## src/hw/rtl/aars_pkg.sv

```systemverilog
package aars_pkg;

  localparam int CFG_W      = 9;
  localparam int COORD_W    = 8;
  localparam int CHAN_W     = 8;
  localparam int PIX_W      = 3 * CHAN_W;
  localparam int APB_ADDR_W = 4;
  localparam int APB_DATA_W = 32;

  localparam logic [CFG_W-1:0] SRC_WIDTH_RST  = 9'd256;
  localparam logic [CFG_W-1:0] SRC_HEIGHT_RST = 9'd256;
  localparam logic [CFG_W-1:0] DST_SIZE_RST   = 9'd64;

  localparam logic CMD_WRITE = 1'b0;
  localparam logic CMD_READ  = 1'b1;

  typedef enum logic [1:0] {
    REG_SRC_WIDTH  = 2'd0,
    REG_SRC_HEIGHT = 2'd1,
    REG_DST_SIZE   = 2'd2
  } reg_idx_t;

  typedef enum logic [2:0] {
    DIV_X0    = 3'd0,
    DIV_X1    = 3'd1,
    DIV_Y0    = 3'd2,
    DIV_Y1    = 3'd3,
    DIV_RED   = 3'd4,
    DIV_GREEN = 3'd5,
    DIV_BLUE  = 3'd6
  } div_sel_t;

  typedef struct packed {
    logic               cmd;
    logic [COORD_W-1:0] coord_x;
    logic [COORD_W-1:0] coord_y;
    logic [CHAN_W-1:0]  src_red;
    logic [CHAN_W-1:0]  src_green;
    logic [CHAN_W-1:0]  src_blue;
  } in_item_t;

  typedef struct packed {
    logic [CHAN_W-1:0] avg_red;
    logic [CHAN_W-1:0] avg_green;
    logic [CHAN_W-1:0] avg_blue;
  } out_item_t;

  typedef struct packed {
    logic     accept;
    logic     div_start;
    div_sel_t div_sel;
    logic     store;
    logic     walk_init;
    logic     walk_step;
    logic     emit;
  } ctrl_cmd_t;

  typedef struct packed {
    logic div_done;
    logic empty;
    logic last;
  } dp_status_t;

endpackage

```

## src/hw/rtl/aars_ctrl.sv

```systemverilog
module aars_ctrl (
  input  logic                   clk,
  input  logic                   rst_n,
  input  logic                   start,
  input  logic                   item_cmd,
  input  aars_pkg::dp_status_t   status,
  output aars_pkg::ctrl_cmd_t    cmd,
  output logic                   busy
);

  typedef enum logic [6:0] {
    ST_IDLE      = 7'b0000001,
    ST_DIV_GO    = 7'b0000010,
    ST_DIV_WAIT  = 7'b0000100,
    ST_WALK_INIT = 7'b0001000,
    ST_WALK      = 7'b0010000,
    ST_DRAIN     = 7'b0100000,
    ST_DONE      = 7'b1000000
  } state_t;

  state_t              state_r, state_nxt;
  aars_pkg::div_sel_t  sel_r, sel_nxt;

  always_comb begin
    state_nxt   = state_r;
    sel_nxt     = sel_r;
    cmd         = '0;
    cmd.div_sel = sel_r;
    case (state_r)
      ST_IDLE: begin
        cmd.accept = start;
        if (start && item_cmd == aars_pkg::CMD_READ) begin
          state_nxt = ST_DIV_GO;
          sel_nxt   = aars_pkg::DIV_X0;
        end
      end
      ST_DIV_GO: begin
        cmd.div_start = 1'b1;
        state_nxt     = ST_DIV_WAIT;
      end
      ST_DIV_WAIT: begin
        if (status.div_done) begin
          cmd.store = 1'b1;
          state_nxt = ST_DIV_GO;
          case (sel_r)
            aars_pkg::DIV_X0:    sel_nxt = aars_pkg::DIV_X1;
            aars_pkg::DIV_X1:    sel_nxt = aars_pkg::DIV_Y0;
            aars_pkg::DIV_Y0:    sel_nxt = aars_pkg::DIV_Y1;
            aars_pkg::DIV_Y1:    state_nxt = ST_WALK_INIT;
            aars_pkg::DIV_RED:   sel_nxt = aars_pkg::DIV_GREEN;
            aars_pkg::DIV_GREEN: sel_nxt = aars_pkg::DIV_BLUE;
            aars_pkg::DIV_BLUE:  state_nxt = ST_DONE;
            default:             state_nxt = ST_IDLE;
          endcase
        end
      end
      ST_WALK_INIT: begin
        cmd.walk_init = 1'b1;
        if (status.empty) begin
          sel_nxt   = aars_pkg::DIV_RED;
          state_nxt = ST_DIV_GO;
        end else begin
          state_nxt = ST_WALK;
        end
      end
      ST_WALK: begin
        cmd.walk_step = 1'b1;
        if (status.last) begin
          state_nxt = ST_DRAIN;
        end
      end
      ST_DRAIN: begin
        sel_nxt   = aars_pkg::DIV_RED;
        state_nxt = ST_DIV_GO;
      end
      ST_DONE: begin
        cmd.emit  = 1'b1;
        state_nxt = ST_IDLE;
      end
      default: begin
        state_nxt = ST_IDLE;
      end
    endcase
  end

  always_ff @(posedge clk) begin
    if (!rst_n) begin
      state_r <= ST_IDLE;
      sel_r   <= aars_pkg::DIV_X0;
    end else begin
      state_r <= state_nxt;
      sel_r   <= sel_nxt;
    end
  end

  assign busy = (state_r != ST_IDLE);

endmodule

```

## config.mk

```make
export PLATFORM = sky130hd
export DESIGN_NAME = aars_ctrl
export DESIGN_NICKNAME = d
export VERILOG_FILES = /design/src/hw/rtl/aars_pkg.sv /design/src/hw/rtl/aars_ctrl.sv
export SDC_FILE = /design/constraint.sdc
export NUM_CORES = 1
export LEC_CHECK = 0
export ABC_AREA = 1
export BUFFER_PORTS_ARGS = -buffer_cell sky130_fd_sc_hd__clkbuf_2
export CORE_MARGIN = 2
export CORE_UTILIZATION = 50
export DETAILED_ROUTE_END_ITERATION = 16
export PLACE_DENSITY = 0.78
export RECOVER_POWER = 50
export SETUP_SLACK_MARGIN = 0.05
export SLEW_MARGIN = 20
export SYNTH_ARGS = -nofsm -noshare
export SYNTH_HDL_FRONTEND = slang
export SYNTH_SLANG_ARGS = --single-unit
```

## constraint.sdc

```tcl
create_clock -name clk -period 1.5 [get_ports clk]
set_input_delay 0.15 -clock clk [delete_from_list [all_inputs] [get_ports clk]]
set_output_delay 0.15 -clock clk [all_outputs]
set_load 0.005 [all_outputs]
```

==> out/results.txt, run 1 <==
status: finished, final reports clean
register area share after synthesis: 0.264
R2R Path Start: state_r[3]
Die H: 43.0 um
syn nets: 118
WL final: 1720 um
hold depth: 2
Post-CTS Hold Buffers: 0
Crit Path Class: reg -> out
DRC errors left: 0
Total Die Area: 1850 um2
gpl congestion: 0.852
Syn Area/Cell: 6.84 um2
IR drop worst, VDD: 0.000794 V
overall power: 1.44 mW
crit path max fanout: 6
first drt pass iteration count: 4
worst reg2reg path depth: 9
Fin Clk Skew: 1.85 ps
reg2reg end: state_r[3]
layout cell share with drive strength beyond 1: 0.507
worst-margin pin slew: 231 ps
Nets: 145
CTS root buf: clkbuf_4
dpl cells: 144
leak pwr: 0.451 nW
Synth area leader: dfxtp_1
#FFs+latches synth: 10
H-Tree Depth: 1
Clk pin slew, worst setup/hold paths: 60 ps
Final period util: 0.948
top cell type's share of synthesized area: 0.264
R2R setup slack: 150 ps
Ys Warns: 0
routed len/inst: 11.3 um
Crit. End Element: output port
IO buf count: 16
worst hold path type: in -> reg
Worst-Skew Late Latency: 270 ps
n_diodes: 0
GRT Overall Usage: 0.194
core area: 1470 um2
vias in the first global route: 655
fillers: 137
initial antenna violation count: 0
area grow syn2layout: 26.0%
PwrDens: 1500 nW/um2
Slew headroom: 0.846
CTS Buf Count: 3
CP Data Arrival Time: 1270 ps
synth top area cells: dfxtp_1 (26%), nand3_1 (9.2%), nand2_1 (7.9%)
leading cell type in the layout, fill and taps excluded: clkbuf_2
antenna viol nets, final: 0
Final min period: 1420 ps
Placement Rows: 14
Die W: 43.0 um
grt ovf: 0
RSZ-0062 raised after global routing: true
CP Data Required Time: 1350 ps
fin. max-slew vios: 0
largest net degree at the start of global routing: 8
Synth Instances: 111
max-cap viol count: 0
post-DP HPWL: 1330 um
first-pass GRT wire length: 2640 um
Cell Area, Synth: 759 um2
clk sinks: 10
clk buf depth: 2
crit path to: cmd[3]
setup TNS: 0 ps
hold slack: 118 ps
Initial Utilization: 0.516
commonest non-fill, non-tap cells in the layout: clkbuf_2 (15), nand3_1 (14), nand2_1 (14)
1st-iter DRT viols: 14
DP Area: 867 um2
# IOs: 17
vias per cell: 5.19
TritonCTS clock tree: built
Final Hold Violating Endpoints: 0
distinct cell type count after synthesis: 19
Setup violations, final: 0
Max Fclk: 0.703 GHz
post-route insts no fill: 152
total number of vias: 789
CP Launch Type: flop
Final Cell Area: 957 um2
CP startpoint: state_r[6]
-- state kept, by name, summed over array words and instances, names as in the netlist --
| register | cells |
|---|---|
| sel_r | 3 |
| state_r | 7 |
-- metal layers --
metal | global-route usage | part of all wire | wire length [um]
met5 | 0 | 0 | 0
met4 | 0.109 | 0.016 | 27
met3 | 0.0383 | 0.057 | 98
met2 | 0.339 | 0.53 | 921
met1 | 0.217 | 0.39 | 675
-- final cells by class --
class / count / area, um2 / area share
Tap cell: 16 / 20.0 / 0.0209
Timing Repair Buffer: 22 / 124 / 0.129
Inverter: 19 / 73.8 / 0.0771
Multi-Input combinational cell: 82 / 507 / 0.529
Sequential cell: 10 / 210 / 0.220
Clock buffer: 3 / 22.5 / 0.0235
-- where the power goes --
part / internal (mW) / total (mW) / switching (mW)
Combinational: 0.322 / 0.864 / 0.543
Sequential: 0.319 / 0.388 / 0.0688
Clock: 0.0928 / 0.184 / 0.0911
-- kinds of logic after synthesis --
logic type	after synthesis	synth area share
buffers and inverters	19	0.0972
AOI/OAI and AO/OA	11	0.0725
and+or+nand+nor	71	0.567
DFF	10	0.264
-- worst min path at each step --
stage,startpoint,to,slack [ps]
after floorplan,rst_n,state_r[0],230
after global placement,rst_n,state_r[0],390
after detailed placement,rst_n,state_r[0],400
after CTS,rst_n,state_r[0],110
after global routing,rst_n,state_r[0],120
final,rst_n,state_r[0],120
-- metrics by stage --
step,setup slack [ps],utilization
3_3_place_gp,240,0.589
3_5_place_dp,203,0.589
2_1_floorplan,344,-
6_report,78.5,0.651
5_1_grt,2.12,0.651
4_1_cts,55.6,0.610
-- cells in the mapped netlist --
| cell | instances |
|---|---|
| a21oi_1 | 7 |
| dfxtp_1 | 10 |
| inv_1 | 12 |
| inv_2 | 6 |
| inv_4 | 1 |
| nand2_1 | 16 |
| nand2_2 | 4 |
| nand2_4 | 4 |
| nand3_1 | 14 |
| nand3_2 | 4 |
| nand4_1 | 1 |
| nor2_1 | 15 |
| nor2_2 | 4 |
| nor2_4 | 5 |
| nor2_8 | 1 |
| nor3_2 | 2 |
| nor4_1 | 1 |
| o21ai_0 | 3 |
| o21ai_1 | 1 |
-- critical path, stage by stage, from the launching register on --
cell	delay, ps
dfxtp_2	330
inv_2	80
nand2_2	70
nor2_4	200
nand2_2	110
nor2_2	120
clkbuf_2	110
-- repair_timing --
| item | in CTS | in global routing |
|---|---|---|
| gates resized for setup | 2 | 14 |
| setup endpoints to repair | 1 | 4 |
| setup buffers | 0 | 5 |
| pin swaps | 0 | 10 |
Note: power is estimated with default switching activity, not from simulation.
==> run 2: changes to the inputs <==
Settings changed: CORE_UTILIZATION 50 to 52, PLACE_DENSITY 0.78 to 0.8.
==> out/results.txt, run 2 (same netlist as run 1, synthesis figures left out) <==
routed len/inst: 11.3 um (-0.70%)
Clk pin slew, worst setup/hold paths: 70 ps (about the same)
Slew headroom: 0.831 (-0.0147)
Setup violations, final: 0 (unchanged)
PwrDens: 1550 nW/um2 (+3.3%)
Crit. End Element: output port
DP Area: 873 um2 (+0.72%)
total number of vias: 793 (+0.51%)
IR drop worst, VDD: 0.00119 V (+50%)
Max Fclk: 0.710 GHz (+0.92%)
antenna viol nets, final: 0 (unchanged)
clk sinks: 10 (unchanged)
1st-iter DRT viols: 13 (-1)
hold slack: 140 ps (+22.0 ps)
CTS Buf Count: 3 (unchanged)
leak pwr: 0.457 nW (+1.5%)
clk buf depth: 2 (unchanged)
CP Data Required Time: 1350 ps (about the same)
Buf/Inv on CP: 2 (unchanged)
layout cell share with drive strength beyond 1: 0.445 (-0.0621)
DRC errors left: 0 (unchanged)
post-DP HPWL: 1390 um (+4.7%)
overall power: 1.48 mW (+3.0%)
gpl congestion: 0.859 (+0.83%)
max-cap viol count: 0 (unchanged)
first drt pass iteration count: 4 (unchanged)
CTS root buf: clkbuf_4
largest register by flop count: state_r
crit path max fanout: 3 (-3)
H-Tree Depth: 1 (unchanged)
first-pass GRT wire length: 2790 um (+5.5%)
area grow syn2layout: 25.7%
vias per cell: 5.22 (+0.51%)
Initial Utilization: 0.569 (+0.0533)
Final period util: 0.939 (-0.00862)
Worst-Skew Late Latency: 270 ps (about the same)
Largest register FFs: 7 (unchanged)
leading cell type in the layout, fill and taps excluded: nand2_1
Top delay family on crit path: simple AND/OR/NAND/NOR gates
n_diodes: 0 (unchanged)
GRT Overall Usage: 0.200 (+0.00577)
grt ovf: 0 (unchanged)
initial antenna violation count: 0 (unchanged)
fillers: 117 (-15%)
status: finished, final reports clean
IO buf count: 16 (unchanged)
vias in the first global route: 688 (+5.0%)
worst-margin pin slew: 253 ps (+22.3 ps)
Final Hold Violating Endpoints: 0 (unchanged)
Placement Rows: 13 (-1)
Die H: 42.2 um (-1.8%)
TritonCTS clock tree: built
slowest stage cell, crit path: dfxtp_1
commonest non-fill, non-tap cells in the layout: nand2_1 (17), clkbuf_2 (16), nand3_1 (14)
Fin Clk Skew: 11.4 ps (+9.54 ps)
Post-CTS Hold Buffers: 0 (unchanged)
worst hold path type: in -> reg
CP Launch Type: flop
# IOs: 17 (unchanged)
fin. max-slew vios: 0 (unchanged)
WL final: 1710 um (-0.70%)
Crit Path Class: reg -> out
registers with the most flip-flops: state_r (7), sel_r (3)
CP Data Arrival Time: 1260 ps (about the same)
Die W: 42.2 um (-1.8%)
Nets: 145 (unchanged)
core area: 1330 um2 (-9.4%)
setup TNS: 0 ps (unchanged)
Total Die Area: 1780 um2 (-3.5%)
Final min period: 1410 ps (-12.9 ps)
CP peak stage delay: 340 ps (about the same)
CP cell instances: nor2_2 -> nand2_2 -> nor2_4 -> inv_1 -> nor2_1 -> clkbuf_2
RSZ-0062 raised after global routing: true
Final Cell Area: 955 um2 (-0.26%)
largest net degree at the start of global routing: 8 (unchanged)
run 2: cell types whose count changed in the layout (fill, tap and decap cells not counted), moves of 2 or more:
cell and change:
buf_4 -2, dfxtp_1 +2, nand2_1 +3, nand2_2 -3, nor2_1 +2, nor2_2 -2
run 2: layer usage:
layer | up-vias | global-route usage | part of all wire | wire, um
met1 | 344 | 0.240 | 0.44 | 750
met3 | 2 | 0.0647 | 0.075 | 128
met5 | - | 0 | 0 | 0
met4 | 0 | 0.0625 | 0.011 | 18
met2 | 35 | 0.335 | 0.48 | 813
li1 | 412 | - | - | -
run 2: worst paths after layout:
path                    from         end  slack [ps]  cells after the start
setup / recovery  state_r[6]      cmd[8]          90                      6
hold / removal     status[0]  state_r[5]         140                      3
setup reg to reg  state_r[6]  state_r[3]         140                      9
hold reg to reg     sel_r[1]    sel_r[1]         540                      2
run 2: timing repair:
action / CTS / global route
gates resized for setup: 2 / 8
pin swaps: 0 / 6
buffers inserted: 0 / 4
setup endpoints to repair: 1 / 6
run 2: worst register-to-register path: stages (launching register included):
cell     delay [ps]
dfxtp_1         340
inv_2            80
nand2_2          70
nor2_4          200
buf_6           140
nand3_4          90
nand2_4         110
nor2_8           50
nand2_1         120
nor3_2           50
run 2: cell type report:
type	count	area, um2	area share
clock buffers	4	36.3	0.0380
inverters	19	73.8	0.0773
multi-input cells	82	495	0.519
flip-flops and latches	10	205	0.215
well taps	15	18.8	0.0197
repair buffers	22	125	0.131
run 2: metrics by stage:
stage | std cells | setup WS (ps) | utilization
after floorplan | 111 | 344 | -
after global placement | 144 | 228 | 0.655
after detailed placement | 144 | 191 | 0.655
after CTS | 148 | 51.2 | 0.688
after global routing | 152 | 7.96 | 0.716
final | 152 | 91.4 | 0.716
run 2: power by group:
group	total, mW	internal, mW	switching [mW]
Combinational	0.855	0.309	0.546
Clock	0.244	0.147	0.0962
Sequential	0.381	0.318	0.0633
Total	1.48	0.774	0.706
==> run 3: changes to the inputs <==
Settings changed: RECOVER_POWER 50 to default.
==> out/results.txt, run 3 (same netlist as run 1, synthesis figures left out) <==
IR drop worst, VDD: 0.00119 V (about the same)
registers with the most flip-flops: state_r (7), sel_r (3)
first-pass GRT wire length: 2790 um (unchanged)
CTS Buf Count: 3 (unchanged)
WL final: 1710 um (-0.18%)
TritonCTS clock tree: built
GRT Overall Usage: 0.200 (unchanged)
CP Launch Type: flop
antenna viol nets, final: 0 (unchanged)
worst setup slack after layout: 92.7 ps (+1.24 ps)
CTS root buf: clkbuf_4
worst-margin pin slew: 222 ps (-30.8 ps)
leak pwr: 0.465 nW (+1.7%)
Largest register FFs: 7 (unchanged)
grt ovf: 0 (unchanged)
total number of vias: 792 (-0.13%)
Die H: 42.2 um (unchanged)
Fin Clk Skew: 11.4 ps (+0.0442 ps)
1st-iter DRT viols: 12 (-1)
DRC errors left: 0 (unchanged)
core area: 1330 um2 (unchanged)
Final min period: 1410 ps (-1.24 ps)
Placement Rows: 13 (unchanged)
setup TNS: 0 ps (unchanged)
# IOs: 17 (unchanged)
Final Hold Violating Endpoints: 0 (unchanged)
routed len/inst: 11.2 um (-0.18%)
CP Data Required Time: 1350 ps (about the same)
worst hold path type: in -> reg
Total Die Area: 1780 um2 (unchanged)
Die W: 42.2 um (unchanged)
Initial Utilization: 0.569 (unchanged)
commonest non-fill, non-tap cells in the layout: nand2_1 (16), clkbuf_2 (16), nand3_1 (14)
post-DP HPWL: 1390 um (unchanged)
Setup violations, final: 0 (unchanged)
first drt pass iteration count: 4 (unchanged)
Crit. End Element: output port
CP Data Arrival Time: 1260 ps (about the same)
PwrDens: 1540 nW/um2 (-0.56%)
RSZ-0062 raised after global routing: true
area grow syn2layout: 27.8%
layout cell share with drive strength beyond 1: 0.460 (+0.0146)
Worst Setup Slack post-DPL: 191 ps (unchanged)
vias per cell: 5.21 (-0.13%)
gpl congestion: 0.859 (unchanged)
largest register by flop count: state_r
Slew headroom: 0.851 (+0.0192)
clk sinks: 10 (unchanged)
largest net degree at the start of global routing: 8 (unchanged)
Final period util: 0.938 (about the same)
Crit Path Class: reg -> out
IO buf count: 16 (unchanged)
Clk pin slew, worst setup/hold paths: 70 ps (about the same)
clk buf depth: 2 (unchanged)
H-Tree Depth: 1 (unchanged)
status: finished, final reports clean
initial antenna violation count: 0 (unchanged)
Worst-Skew Late Latency: 270 ps (about the same)
Max Fclk: 0.711 GHz (about the same)
fin. max-slew vios: 0 (unchanged)
max-cap viol count: 0 (unchanged)
n_diodes: 0 (unchanged)
vias in the first global route: 688 (unchanged)
Nets: 145 (unchanged)
crit path max fanout: 3 (unchanged)
-- run 3: cell types whose count changed in the layout (fill, tap and decap cells not counted) --
cell	change
buf_4	+1
clkbuf_1	-1
nand2_1	-1
nand2_4	+1
nor2_2	-1
nor2_4	+1
-- run 3: metrics by stage --
step | utilization | cells | total power [mW] | hold WS [ps] | cell area, um2
finish | 0.728 | 152 | 1.50 | 140 | 971
global route | 0.728 | 152 | 1.61 | 143 | 971
CTS | 0.688 | 148 | 1.47 | 136 | 917
detailed placement | 0.655 | 144 | 1.21 | 407 | 873
global placement | 0.655 | 144 | 1.19 | 402 | 873
floorplan | - | 111 | 1.03 | 234 | 759
-- run 3: repair_timing --
| item | CTS | global route |
|---|---|---|
| gates resized for setup | 2 | 8 |
| setup buffers | 0 | 4 |
| pin swaps | 0 | 6 |
| hold buffers | 0 | 0 |
| setup endpoints to repair | 1 | 6 |
-- run 3: layout make-up --
type / instances / area [um2]
multi-input combinational: 82 / 508
fill: 113 / 363
sequential: 10 / 205
timing repair buffer: 22 / 129
inverter: 19 / 73.8
clock buffer: 4 / 36.3
tap: 15 / 18.8
-- run 3: critical path: stages (launching register included) --
cell and delay (ps):
dfxtp_1 340, nor2_2 140, nand2_2 100, nor2_4 150
inv_1 60, nor2_1 80, clkbuf_2 110
-- run 3: metal layers --
layer / wire length (um) / track usage
met5: 0 / 0
met4: 18 / 0.0625
met3: 120 / 0.0647
met2: 817 / 0.335
met1: 750 / 0.240
-- run 3: power breakdown --
group | total, mW | switching (mW) | internal [mW]
clock | 0.244 | 0.0962 | 0.147
sequential | 0.381 | 0.0635 | 0.318
combinational | 0.872 | 0.557 | 0.315
-- run 3: worst paths after layout --
check                           slack (ps)  cells after the start       start    endpoint
worst min-delay path                   140                      3   status[0]  state_r[5]
worst max register to register         140                      9  state_r[6]  state_r[3]
worst max-delay path                    90                      6  state_r[6]      cmd[8]
worst min register to register         540                      2    sel_r[1]    sel_r[1]
